[src/hdl/uer_pkg.sv]
// Package for the ultrasonic echo ranger: payload structs, phase codes,
// register indexes and fixed field widths. No dependencies.
`default_nettype none

package uer_pkg;

  localparam int ADC_W  = 10;
  localparam int TIME_W = 24;
  localparam int DIST_W = 22;
  localparam int PEAK_W = 10;
  localparam int MV_W   = 12;
  localparam int REG_W  = 32;

  // Distance is time * DIST_NUM / DIST_DEN, kept as a running quotient.
  localparam int DIST_NUM = 343;
  localparam int DIST_DEN = 2000;
  localparam int MV_SCALE = 3300;

  localparam logic [15:0] BURST_RST   = 16'd150;
  localparam logic [15:0] BLANK_RST   = 16'd2500;
  localparam logic [23:0] TIMEOUT_RST = 24'd30000;
  localparam logic [23:0] HOLDOFF_RST = 24'd100000;

  typedef enum logic [1:0] {
    REG_BURST   = 2'd0,
    REG_BLANK   = 2'd1,
    REG_TIMEOUT = 2'd2,
    REG_HOLDOFF = 2'd3
  } reg_idx_t;

  typedef enum logic [2:0] {
    PH_IDLE  = 3'd0,
    PH_BURST = 3'd1,
    PH_BLANK = 3'd2,
    PH_WAIT  = 3'd3,
    PH_PULSE = 3'd4,
    PH_HOLD  = 3'd5
  } phase_t;

  typedef struct packed {
    logic              start_request;
    logic              echo_level;
    logic              sample_valid;
    logic [ADC_W-1:0]  adc_sample;
  } in_item_t;

  typedef struct packed {
    logic              trigger_drive;
    logic              busy_res;
    logic              done_res;
    logic              timed_out;
    logic [TIME_W-1:0] echo_time_us;
    logic [DIST_W-1:0] distance_mm;
    logic [PEAK_W-1:0] peak_sample;
    logic [MV_W-1:0]   peak_millivolts;
    logic [TIME_W-1:0] pulse_length_us;
  } out_item_t;

endpackage

`default_nettype wire

[src/hdl/ultrasonic_echo_ranger.sv]
// Ultrasonic echo ranger top level: phase sequencer, counters, APB registers
// and a two-entry result buffer. Depends on uer_pkg.
//
//   channel   ports                                  direction
//   input     in_valid, in_stall, in_data            one microsecond tick in
//   result    out_valid, out_stall, out_data         one result per tick out
//   config    psel, penable, pwrite, paddr, pwdata,  APB register access
//             prdata, pready
//
// One tick is accepted every cycle while in_stall is low; its result is registered
// in the output or skid register. Distance is kept as a running quotient and remainder
// beside the flight counter, so no divider sits in the path.
// Reset is synchronous and active low; it restores the phase, counters and
// registers at once. A stalled result moves into a skid register, and in_stall
// rises only when both the output and skid registers are full.
`default_nettype none

module ultrasonic_echo_ranger #(
  parameter int COUNT_WIDTH  = 24,
  parameter int SAMPLE_WIDTH = 10
) (
  input  wire                 clk,
  input  wire                 rst_n,
  input  wire                 in_valid,
  output logic                in_stall,
  input  uer_pkg::in_item_t   in_data,
  output logic                out_valid,
  input  wire                 out_stall,
  output uer_pkg::out_item_t  out_data,
  input  wire                 psel,
  input  wire                 penable,
  input  wire                 pwrite,
  input  wire  [3:0]          paddr,
  input  wire  [31:0]         pwdata,
  output logic [31:0]         prdata,
  output logic                pready
);
  import uer_pkg::*;

  localparam logic [COUNT_WIDTH-1:0] CNT_MAX = {COUNT_WIDTH{1'b1}};

  // Configuration registers
  logic [15:0] burst_r, blank_r;
  logic [23:0] timeout_r, holdoff_r;

  // Sequencer state
  phase_t                  phase_r, phase_nxt;
  logic [COUNT_WIDTH-1:0]  phase_cnt_r, phase_cnt_nxt;
  logic [COUNT_WIDTH-1:0]  flight_cnt_r, flight_cnt_nxt;
  logic [COUNT_WIDTH-1:0]  pulse_cnt_r, pulse_cnt_nxt;
  logic [SAMPLE_WIDTH-1:0] peak_r, peak_nxt;
  logic [DIST_W-1:0]       dist_q_r, dist_q_nxt;
  logic [10:0]             dist_rem_r, dist_rem_nxt;

  // Result buffer
  logic      out_valid_r, skid_valid_r;
  out_item_t out_data_r, skid_data_r;
  out_item_t res;

  logic                    in_acc;
  logic                    cfg_wr;
  logic                    start_now;
  logic                    flight_step;
  logic                    phase_known;
  logic [COUNT_WIDTH-1:0]  pc_inc;
  logic [15:0]             sample_ext;
  logic [SAMPLE_WIDTH-1:0] sample;
  logic [11:0]             rem_sum;
  logic [31:0]             fc_ext;
  logic [15:0]             peak_ext;
  logic [21:0]             mv_prod;

  function automatic logic reached(input logic [COUNT_WIDTH-1:0] c,
                                   input logic [31:0] lim);
    return (32'(c) >= lim) || (c == CNT_MAX);
  endfunction

  function automatic logic [COUNT_WIDTH-1:0] sat_inc(input logic [COUNT_WIDTH-1:0] c);
    return (c == CNT_MAX) ? c : c + 1'b1;
  endfunction

  assign in_acc   = in_valid && !skid_valid_r;
  assign in_stall = skid_valid_r;
  assign out_valid = out_valid_r;
  assign out_data  = out_data_r;

  // ---------------------------------------------------------------- APB port
  assign pready = 1'b1;
  assign cfg_wr = psel && penable && pwrite && pready;

  always_ff @(posedge clk) begin
    if (!rst_n) begin
      burst_r   <= BURST_RST;
      blank_r   <= BLANK_RST;
      timeout_r <= TIMEOUT_RST;
      holdoff_r <= HOLDOFF_RST;
    end else if (cfg_wr) begin
      unique case (paddr[3:2])
        REG_BURST:   burst_r   <= pwdata[15:0];
        REG_BLANK:   blank_r   <= pwdata[15:0];
        REG_TIMEOUT: timeout_r <= pwdata[23:0];
        REG_HOLDOFF: holdoff_r <= pwdata[23:0];
        default: ;
      endcase
    end
  end

  always_comb begin
    unique case (paddr[3:2])
      REG_BURST:   prdata = 32'(burst_r);
      REG_BLANK:   prdata = 32'(blank_r);
      REG_TIMEOUT: prdata = 32'(timeout_r);
      REG_HOLDOFF: prdata = 32'(holdoff_r);
      default:     prdata = '0;
    endcase
  end

  // ----------------------------------------------------------- state register
  always_ff @(posedge clk) begin
    if (!rst_n) begin
      phase_r      <= PH_IDLE;
      phase_cnt_r  <= '0;
      flight_cnt_r <= '0;
      pulse_cnt_r  <= '0;
      peak_r       <= '0;
      dist_q_r     <= '0;
      dist_rem_r   <= '0;
    end else if (in_acc) begin
      phase_r      <= phase_nxt;
      phase_cnt_r  <= phase_cnt_nxt;
      flight_cnt_r <= flight_cnt_nxt;
      pulse_cnt_r  <= pulse_cnt_nxt;
      peak_r       <= peak_nxt;
      dist_q_r     <= dist_q_nxt;
      dist_rem_r   <= dist_rem_nxt;
    end
  end

  // ------------------------------------------------- next state and result
  always_comb begin
    sample_ext = 16'(in_data.adc_sample);
    sample     = sample_ext[SAMPLE_WIDTH-1:0];

    phase_known = (phase_r == PH_BURST) || (phase_r == PH_BLANK) ||
                  (phase_r == PH_WAIT)  || (phase_r == PH_PULSE) ||
                  (phase_r == PH_HOLD);
    start_now   = in_data.start_request && !phase_known;

    phase_nxt      = phase_r;
    phase_cnt_nxt  = phase_cnt_r;
    flight_cnt_nxt = flight_cnt_r;
    pulse_cnt_nxt  = pulse_cnt_r;
    peak_nxt       = peak_r;
    dist_q_nxt     = dist_q_r;
    dist_rem_nxt   = dist_rem_r;
    flight_step    = 1'b0;
    res            = '0;

    if (start_now) begin
      phase_nxt      = PH_BURST;
      phase_cnt_nxt  = '0;
      flight_cnt_nxt = '0;
      pulse_cnt_nxt  = '0;
      peak_nxt       = '0;
      dist_q_nxt     = '0;
      dist_rem_nxt   = '0;
    end

    pc_inc = sat_inc(phase_cnt_nxt);

    unique case (phase_nxt)
      PH_BURST: begin
        res.trigger_drive = 1'b1;
        res.busy_res      = 1'b1;
        flight_step       = 1'b1;
        phase_cnt_nxt     = pc_inc;
        if (reached(pc_inc, 32'(burst_r))) begin
          phase_cnt_nxt = '0;
          phase_nxt     = (blank_r == '0) ? PH_WAIT : PH_BLANK;
        end
      end
      PH_BLANK: begin
        res.busy_res  = 1'b1;
        flight_step   = 1'b1;
        phase_cnt_nxt = pc_inc;
        if (reached(pc_inc, 32'(blank_r))) begin
          phase_cnt_nxt = '0;
          phase_nxt     = PH_WAIT;
        end
      end
      PH_WAIT: begin
        res.busy_res  = 1'b1;
        flight_step   = 1'b1;
        phase_cnt_nxt = pc_inc;
        if (in_data.echo_level) begin
          phase_nxt     = PH_PULSE;
          pulse_cnt_nxt = '0;
          peak_nxt      = '0;
        end else if (reached(pc_inc, 32'(timeout_r))) begin
          res.done_res  = 1'b1;
          res.timed_out = 1'b1;
          phase_cnt_nxt = '0;
          phase_nxt     = (holdoff_r == '0) ? PH_IDLE : PH_HOLD;
        end
      end
      PH_PULSE: begin
        res.busy_res  = 1'b1;
        pulse_cnt_nxt = sat_inc(pulse_cnt_r);
        if (in_data.sample_valid) begin
          // The pulse ends on a valid sample below half the running peak.
          if ({sample, 1'b0} < {1'b0, peak_r}) begin
            res.done_res = 1'b1;
            phase_cnt_nxt = '0;
            phase_nxt     = (holdoff_r == '0) ? PH_IDLE : PH_HOLD;
          end else if (sample > peak_r) begin
            peak_nxt = sample;
          end
        end
      end
      PH_HOLD: begin
        res.busy_res  = 1'b1;
        phase_cnt_nxt = pc_inc;
        if (reached(pc_inc, 32'(holdoff_r))) begin
          phase_cnt_nxt = '0;
          phase_nxt     = PH_IDLE;
        end
      end
      default: begin
        phase_nxt = PH_IDLE;
      end
    endcase

    // The distance quotient advances with the flight counter and stops with it.
    rem_sum = {1'b0, dist_rem_nxt} + 12'(DIST_NUM);
    if (flight_step && (flight_cnt_nxt != CNT_MAX)) begin
      flight_cnt_nxt = flight_cnt_nxt + 1'b1;
      if (rem_sum >= 12'(DIST_DEN)) begin
        dist_rem_nxt = 11'(rem_sum - 12'(DIST_DEN));
        dist_q_nxt   = dist_q_nxt + 1'b1;
      end else begin
        dist_rem_nxt = rem_sum[10:0];
      end
    end

    fc_ext   = 32'(flight_cnt_r);
    peak_ext = 16'(peak_r);
    mv_prod  = 22'(peak_ext[PEAK_W-1:0]) * 22'(MV_SCALE);
    if (res.done_res && !res.timed_out) begin
      res.echo_time_us    = fc_ext[TIME_W-1:0];
      res.distance_mm     = dist_q_r;
      res.peak_sample     = peak_ext[PEAK_W-1:0];
      res.peak_millivolts = mv_prod[21:10];
      res.pulse_length_us = 24'(32'(pulse_cnt_nxt));
    end
  end

  // ------------------------------------------------------------ result buffer
  always_ff @(posedge clk) begin
    if (!rst_n) begin
      out_valid_r  <= 1'b0;
      skid_valid_r <= 1'b0;
    end else if (!out_valid_r || !out_stall) begin
      if (skid_valid_r) begin
        out_valid_r  <= 1'b1;
        skid_valid_r <= 1'b0;
      end else begin
        out_valid_r <= in_acc;
      end
    end else if (in_acc) begin
      skid_valid_r <= 1'b1;
    end
  end

  always_ff @(posedge clk) begin
    if (!out_valid_r || !out_stall) begin
      if (skid_valid_r) begin
        out_data_r <= skid_data_r;
      end else if (in_acc) begin
        out_data_r <= res;
      end
    end else if (in_acc) begin
      skid_data_r <= res;
    end
  end

`ifndef ASSERT_OFF
  a_skid_behind_out: assert property (@(posedge clk) disable iff (!rst_n)
    skid_valid_r |-> out_valid_r)
    else $error("skid register holds a transaction while the output is empty");

  a_done_busy: assert property (@(posedge clk) disable iff (!rst_n)
    (out_valid && out_data.done_res) |-> (out_data.busy_res && !out_data.trigger_drive))
    else $error("result transaction marked done outside a measurement");

  a_timeout_empty: assert property (@(posedge clk) disable iff (!rst_n)
    (out_valid && out_data.timed_out) |->
      (out_data.done_res && (out_data.echo_time_us == '0) && (out_data.peak_sample == '0)))
    else $error("timeout transaction carries measurement data");

  a_skid_fills_on_stall: assert property (@(posedge clk) disable iff (!rst_n)
    (out_valid && out_stall && in_valid && !in_stall) |=> skid_valid_r)
    else $error("transaction accepted under stall did not reach the skid register");
`endif

endmodule

`default_nettype wire
[config.mk]
export PLATFORM = sky130hd
export DESIGN_NAME = ultrasonic_echo_ranger
export DESIGN_NICKNAME = d
export VERILOG_FILES = /design/src/hdl/uer_pkg.sv /design/src/hdl/ultrasonic_echo_ranger.sv
export SDC_FILE = /design/constraint.sdc
export NUM_CORES = 1
export LEC_CHECK = 0
export ABC_AREA = 0
export BUFFER_PORTS_ARGS = -buffer_cell sky130_fd_sc_hd__buf_2
export CORE_UTILIZATION = 32
export CTS_BUF_LIST = sky130_fd_sc_hd__clkbuf_2
export DETAILED_ROUTE_END_ITERATION = 8
export HOLD_SLACK_MARGIN = 0.05
export PLACE_DENSITY = 0.59
export SLEW_MARGIN = 20
export SYNTH_ARGS = -nofsm -noshare
export SYNTH_HDL_FRONTEND = slang
export SYNTH_SLANG_ARGS = --single-unit
[constraint.sdc]
create_clock -name clk -period 11.7 [get_ports clk]
set_input_delay 1.17 -clock clk [delete_from_list [all_inputs] [get_ports clk]]
set_output_delay 1.17 -clock clk [all_outputs]
set_load 0.01 [all_outputs]
==> results.yml, run 1 <==
routing:
  wl_um: 59400
  post-route-drc-count: 0
  met3WireLength_um: 3590
  wl_per_cell_um: 16.8
  drt_iter0_drc: 1257
  ant_nets: 0
  met2_length_um: 27200
  viasPerCell: 5.09
  drtPass1Iterations: 6
  routedLengthMet1_um: 27200
  highest_layer: "met4"
  via_count: 18000
sta:
  tns_ps: 0
  setup_viol: 0
  worst_slew_margin_rel_pct: 31.8
  finalCritPeriodShare_pct: 56.8
  rsz0062_at_grt: "false"
  hold_violations: 0
  period_minus_slack_ps: 6650
  tightest_slew_ps: 1010
  slew_violations: 0
  fmax_mhz: 150
  fin_skew_ps: 146
pwr:
  worst_ir_drop_vdd_mv: 0.0666
  p_leak_uw: 0.00991
  p_int_uw: 1910
  pwr-share-seq_pct: 55.7
  switchingPower_uw: 767
  p_comb_share_pct: 7.7
  powerDensity_nw_per_um2: 107
  switching_share_pct: 28.6
  p_clk_share_pct: 36.6
logic_synthesis:
  synth_top_area_share_pct: 25.9
  synth_top_cell_by_area: "edfxtp_1"
  netlist_area_um2: 22300
  synth_ff_type: "dfxtp_1"
  synthTopCellsByCount: "nand2_1 (323), dfxtp_1 (200), nor2_1 (199)"
  syn_avg_cell_area_um2: 9.48
  synth-seq-cells: 392
  ys_seq_area_share_pct: 43.9
  synth_cell_types: 81
  yosysMostFrequentCell: "nand2_1"
  syn_inst: 2350
  ys.warnings.count: 0
  synth_edf_count: 192
  async_reset_ff_share_pct: 0
  yosys-top-cells-area: "edfxtp_1 (26%), dfxtp_1 (18%), ha_1 (9.4%), nand2_1 (5.4%), nor2_1 (3.4%)"
floorplan:
  row_count: 96
  start_util_pct: 32.4
  die-height_um: 266
  io_pins: 187
  die_area_um2: 70700
  die_x_um: 266
  core_area_um2: 68700
global_routing:
  grt_use_total_pct: 16.7
  antenna_found_initial: 4
  grt_pass1_vias: 17700
  globalRoute.totalOverflow: 0
  grt_pass1_wl_um: 94500
  grt_max_degree: 89
setup_path:
  crit_required_ps: 12720
  reg2regPathDepth: 21
  cp_data_arrival_time_ps: 7670
  cp_slowest_cell: "o21ai_0"
  cpPeakStageDelay_ps: 920
  cp_top_family: "compound AO/OA/AOI/OAI gates"
  crit_cells: 21
  worst-r2r-setup-slack_ps: 5050
  end_kind: "flip-flop"
  crit_buf_inv: 2
  crit_chain: "nor4b_2, nor2b_4, nand2_1, inv_1, ha_1, nand2_1, nor3_2, nand4_1, o21ai_0, ha_1, a2111oi_0, a211o_1, a31oi_1, o22ai_1, a21oi_1, o31ai_1, a311oi_2, o221a_2, nor3_2, buf_4, a22o_1"
  cp-startpoint: "phase_r[0]$_SDFFE_PN0P_"
  crit_path_max_fanout: 20
  cp-start-kind: "flip-flop"
  rr_startpoint: "phase_r[0]$_SDFFE_PN0P_"
  path_class: "reg2reg"
flow_run:
  cap_violations: 0
clocking:
  post_cts_resized: 0
  htree_levels: 3
  cts.clk_slew.worst_paths_ps: 90
  cts_hold_buf: 0
  cts_root_buf: "clkbuf_2"
  cts_setup_buffers: 0
  cts_sinks: 392
  clk_path_buf_depth: 3
  cts_tree: "yes"
  clk_latency_ps: 1190
  numCtsBuffers: 107
outcome:
  status: "finished, final reports clean"
hold_path:
  min_from: "in_data[1]"
  hold_class: "in2reg"
  hold_depth: 2
placed_design:
  port_buffers: 167
  placedCellCount: 3342
  gp_congestion: 0.858
  dpl.hpwl_um: 41300
layout:
  syn_to_final_growth_pct: 11.9
  fin_cells: 3540
  drive_gt1_share_pct: 17.9
  fin_nets: 2765
  fillCellCount: 7089
-- logic make-up after synthesis --
logic type / Yosys count / share of synthesized area, %
AOI/OAI and AO/OA: 461 / 13.6
xor gates and xnor gates: 63 / 2.48
adders and majority gates: 189 / 11.4
buffers and inverters: 300 / 5.32
DFF: 392 / 43.9
muxes: 98 / 5.66
other: 2 / 0.0337
and+or+nand+nor: 845 / 17.7
-- per-stage QoR --
| step | utilization, % | setup WS [ps] | cell area, um2 | total power [uW] | hold slack (ps) |
|---|---|---|---|---|---|
| after floorplan | - | 4950 | 22300 | 1660 | 440 |
| after global placement | 34.8 | 4390 | 23900 | 1730 | 458 |
| after detailed placement | 34.9 | 4380 | 23900 | 1730 | 470 |
| after CTS | 36.2 | 5050 | 24900 | 2720 | 126 |
| after global routing | 36.3 | 4520 | 24900 | 2820 | 113 |
| final | 36.3 | 5050 | 24900 | 2680 | 268 |
-- state kept, by name (all words and copies together), names as in the netlist --
register	count
phase_r	3
holdoff_r	24
out_valid	1
skid_data_r	96
dist_rem_r	11
out_data	96
dist_q_r	22
burst_r	16
pulse_cnt_r	24
flight_cnt_r	24
timeout_r	24
blank_r	16
in_stall	1
phase_cnt_r	24
peak_r	10
-- layer usage --
layer / up-vias / GRT usage [%]
met5: - / 0
li1: 8751 / -
met2: 551 / 26.9
met4: 0 / 5.61
met3: 103 / 3.16
met1: 8601 / 22.3
-- power by group through the flow --
| stage | combinational (uW) | sequential, uW | clock (uW) |
|---|---|---|---|
| finish | 208 | 1490 | 979 |
| global route | 229 | 1500 | 1100 |
| CTS | 209 | 1490 | 1020 |
| detailed placement | 208 | 1520 | 0 |
| global placement | 204 | 1520 | 0 |
| floorplan | 125 | 1530 | 0 |
-- layout make-up --
cell class              count  area [um2]  share of cell area, %
clock buffers             160         801                   3.21
inverters                 167         629                   2.53
multi-input cells        1665       11400                   45.7
repair buffers            187         993                   3.99
flip-flops and latches    392        9770                   39.2
well taps                 931        1160                   4.67
clock inverters            33         154                  0.618
diodes                      5        12.5                 0.0502
-- worst reg2reg max path: cells and delay by family (launching register included) --
family	cells	cell delay, ps
flip-flops	1	650
buffers and inverters	2	380
AND/OR/NAND/NOR	7	1580
AO/OA/AOI/OAI	10	3330
adder cells (fa/ha/maj)	2	660
-- path summary, 6_finish.rpt --
path,end
max,phase_cnt_r[4]$_SDFFE_PN0P_
min,peak_r[1]$_SDFFE_PN0P_
max reg2reg,phase_cnt_r[4]$_SDFFE_PN0P_
min reg2reg,flight_cnt_r[1]$_SDFFE_PN0P_
-- cell usage in the layout, fill, tap and decap left out, drive strengths merged, types with 6 or more instances in the layout --
master   synthesis  routed
xor2            24      24
fa              22      22
dfxtp          200     200
o31ai           42      42
o21a            20      20
o21ai           67      67
o22ai            6       6
clkinv           0      29
or3             17      17
a22o            20      20
nand3           54      54
mux4            16      16
buf             29     187
clkbuf         104     160
a211oi          22      22
o2bb2ai         11      11
nor3            38      38
inv            167     170
ha             167     167
mux2            64      64
nor2b           23      23
a31oi           20      20
a21o            22      22
nor4            23      23
nand2          323     323
edfxtp         192     192
and2            67      67
mux2i           18      18
nand4           41      41
nor2           199     199
o211ai          30      30
xnor2           39      39
nand2b           9       9
and3            31      31
a21oi          148     148
conb             2       9
No activity file was read; power rests on OpenSTA's default activity.
==> run 2: changes to the inputs <==
==> constraint.sdc (replaced) <==
create_clock -name clk -period 6.2 [get_ports clk]
set_input_delay 0.62 -clock clk [delete_from_list [all_inputs] [get_ports clk]]
set_output_delay 0.62 -clock clk [all_outputs]
set_load 0.01 [all_outputs]
==> run 2 against run 1 <==
- clock skew about the same
- fmax increased by 17%
- cell count up 1.8%
- clock-buffer cell count fell by 9
- worst hold slack got worse by 49 ps
- flip-flop and latch count did not move
- first-iteration DRC count is essentially flat
- wire length is 0.10% lower
- power rose by 94%
- critical endpoint is now phase_cnt_r[2]$_SDFFE_PN0P_
- highest routed layer unchanged
==> results.yml, run 2 (same netlist as run 1, synthesis figures left out) <==
outcome:
  status: "finished, final reports clean"
pwr:
  switchingPower_uw: 1470
  p_leak_uw: 0.0103
  powerDensity_nw_per_um2: 203
  p_int_uw: 3740
  p_clk_share_pct: 37.9
  pwr-share-seq_pct: 54.0
  switching_share_pct: 28.3
  p_comb_share_pct: 8.1
  worst_ir_drop_vdd_mv: 0.140
setup_path:
  crit_required_ps: 7200
  path_class: "reg2reg"
  cp-start-kind: "flip-flop"
  crit_path_max_fanout: 20
  end_kind: "flip-flop"
  cp_data_arrival_time_ps: 6680
  worst-r2r-setup-slack_ps: 520
  reg2regPathDepth: 23
  rr_startpoint: "phase_r[1]$_SDFFE_PN0P_"
  cp-startpoint: "phase_r[1]$_SDFFE_PN0P_"
flow_run:
  cap_violations: 0
floorplan:
  io_pins: 187
  row_count: 96
  die_x_um: 266
  core_area_um2: 68700
  die-height_um: 266
  start_util_pct: 32.4
  die_area_um2: 70700
sta:
  finalCritPeriodShare_pct: 91.6
  period_minus_slack_ps: 5680
  rsz0062_at_grt: "false"
  tightest_slew_ps: 1040
  slew_violations: 0
  fmax_mhz: 176
  tns_ps: 0
  worst_slew_margin_rel_pct: 30.9
  hold_violations: 0
  fin_skew_ps: 146
  setup_viol: 0
placed_design:
  gp_congestion: 0.852
  postPlaceCellArea_um2: 24100
  dpl.hpwl_um: 41500
  placedCellCount: 3361
  port_buffers: 167
routing:
  wl_um: 59300
  drtPass1Iterations: 6
  via_count: 18200
  ant_nets: 0
  post-route-drc-count: 0
  wl_per_cell_um: 16.5
  drt_iter0_drc: 1258
  viasPerCell: 5.04
global_routing:
  grt_use_total_pct: 16.4
  globalRoute.totalOverflow: 0
  grt_pass1_vias: 17400
  grt_pass1_wl_um: 92900
  grt_max_degree: 84
  antenna_found_initial: 1
hold_path:
  min_from: "in_data[10]"
  hold_class: "in2reg"
  hold_depth: 6
clocking:
  cts_root_buf: "clkbuf_2"
  htree_levels: 3
  clk_path_buf_depth: 3
  cts_tree: "yes"
  cts_sinks: 392
  cts_setup_buffers: 0
  clk_latency_ps: 1190
  cts.clk_slew.worst_paths_ps: 110
  numCtsBuffers: 104
layout:
  layout_common_cells: "nand2_1 (323), dfxtp_1 (198), nor2_1 (196)"
  fin_nets: 2829
  fillCellCount: 7001
  final_area_um2: 25600
  final_common_cell: "nand2_1"
  ff_latch_area_um2: 9770
  drive_gt1_share_pct: 18.3
  multi_input_area_um2: 11400
  syn_to_final_growth_pct: 15.1
  fin_cells: 3605
==> run 2: cell types whose count changed in the layout (fill, tap and decap cells not counted), sizes merged <==
| cell | change |
|---|---|
| diode | -4 |
| inv | -1 |
| buf | +20 |
| clkinvlp | -1 |
| clkinv | +10 |
| dlygate4sd3 | +47 |
| clkbuf | -9 |
| bufinv | +3 |
==> run 2: final timing paths <==
| path | endpoint |
|---|---|
| max | phase_cnt_r[2]$_SDFFE_PN0P_ |
| min | peak_r[7]$_SDFFE_PN0P_ |
| max reg2reg | phase_cnt_r[2]$_SDFFE_PN0P_ |
| min reg2reg | out_data[6]$_DFFE_PP_ |
==> run 2: cell type report <==
type	count	area share (%)
inverters	167	2.45
diodes	1	0.00976
repair buffers	254	6.34
flip-flops and latches	392	38.1
multi-input cells	1665	44.4
clock inverters	44	1.16
well taps	931	4.54
clock buffers	151	2.95
==> run 2: per-stage QoR <==
step | power, uW | utilization (%) | setup slack [ps] | hold WS, ps
2_1_floorplan | 3120 | - | 89.2 | 440
3_3_place_gp | 3260 | 35.1 | 363 | 456
3_5_place_dp | 3270 | 35.1 | 316 | 461
4_1_cts | 5300 | 37.3 | 432 | 50.0
5_1_grt | 5470 | 37.3 | 17.7 | 152
6_report | 5210 | 37.3 | 519 | 219
==> run 2: power by group through the flow <==
stage | logic (uW) | clock network (uW) | registers (uW)
detailed placement | 398 | 0 | 2870
floorplan | 236 | 0 | 2880
finish | 424 | 1970 | 2810
global route | 463 | 2190 | 2820
CTS | 423 | 2060 | 2810
global placement | 390 | 0 | 2870
==> run 2: timing repair <==
action                                  CTS  global route
hold buffers                             47             0
endpoints found under the setup margin    0            11
gates resized for setup                   0             1
endpoints found under the hold margin   143             0
==> run 2: worst max-delay path: stages (launching register included) <==
cell and delay [ps]:
dfxtp_1 430, nand3_1 230, nor2b_4 220, nand2_1 130
inv_1 90, ha_1 270, nand2_1 130, or3_1 420
buf_4 190, o311ai_2 430, nor3_1 200, xnor2_1 520
ha_1 350, nand4_1 110, a31oi_1 80, o22ai_1 190
a21oi_1 90, o31ai_1 300, buf_4 190, a311oi_2 100
o221a_2 330, nor3_2 110, buf_4 290, a22o_1 170
==> run 2: metal layers <==
metal  global-route usage (%)  routed length, um  vias up
met2                     26.3              27300      539
met5                        0                  0        -
met1                     22.1              27200     8647
met4                     5.53               1290        0
li1                         -                  -     8878
met3                     3.23               3560       89
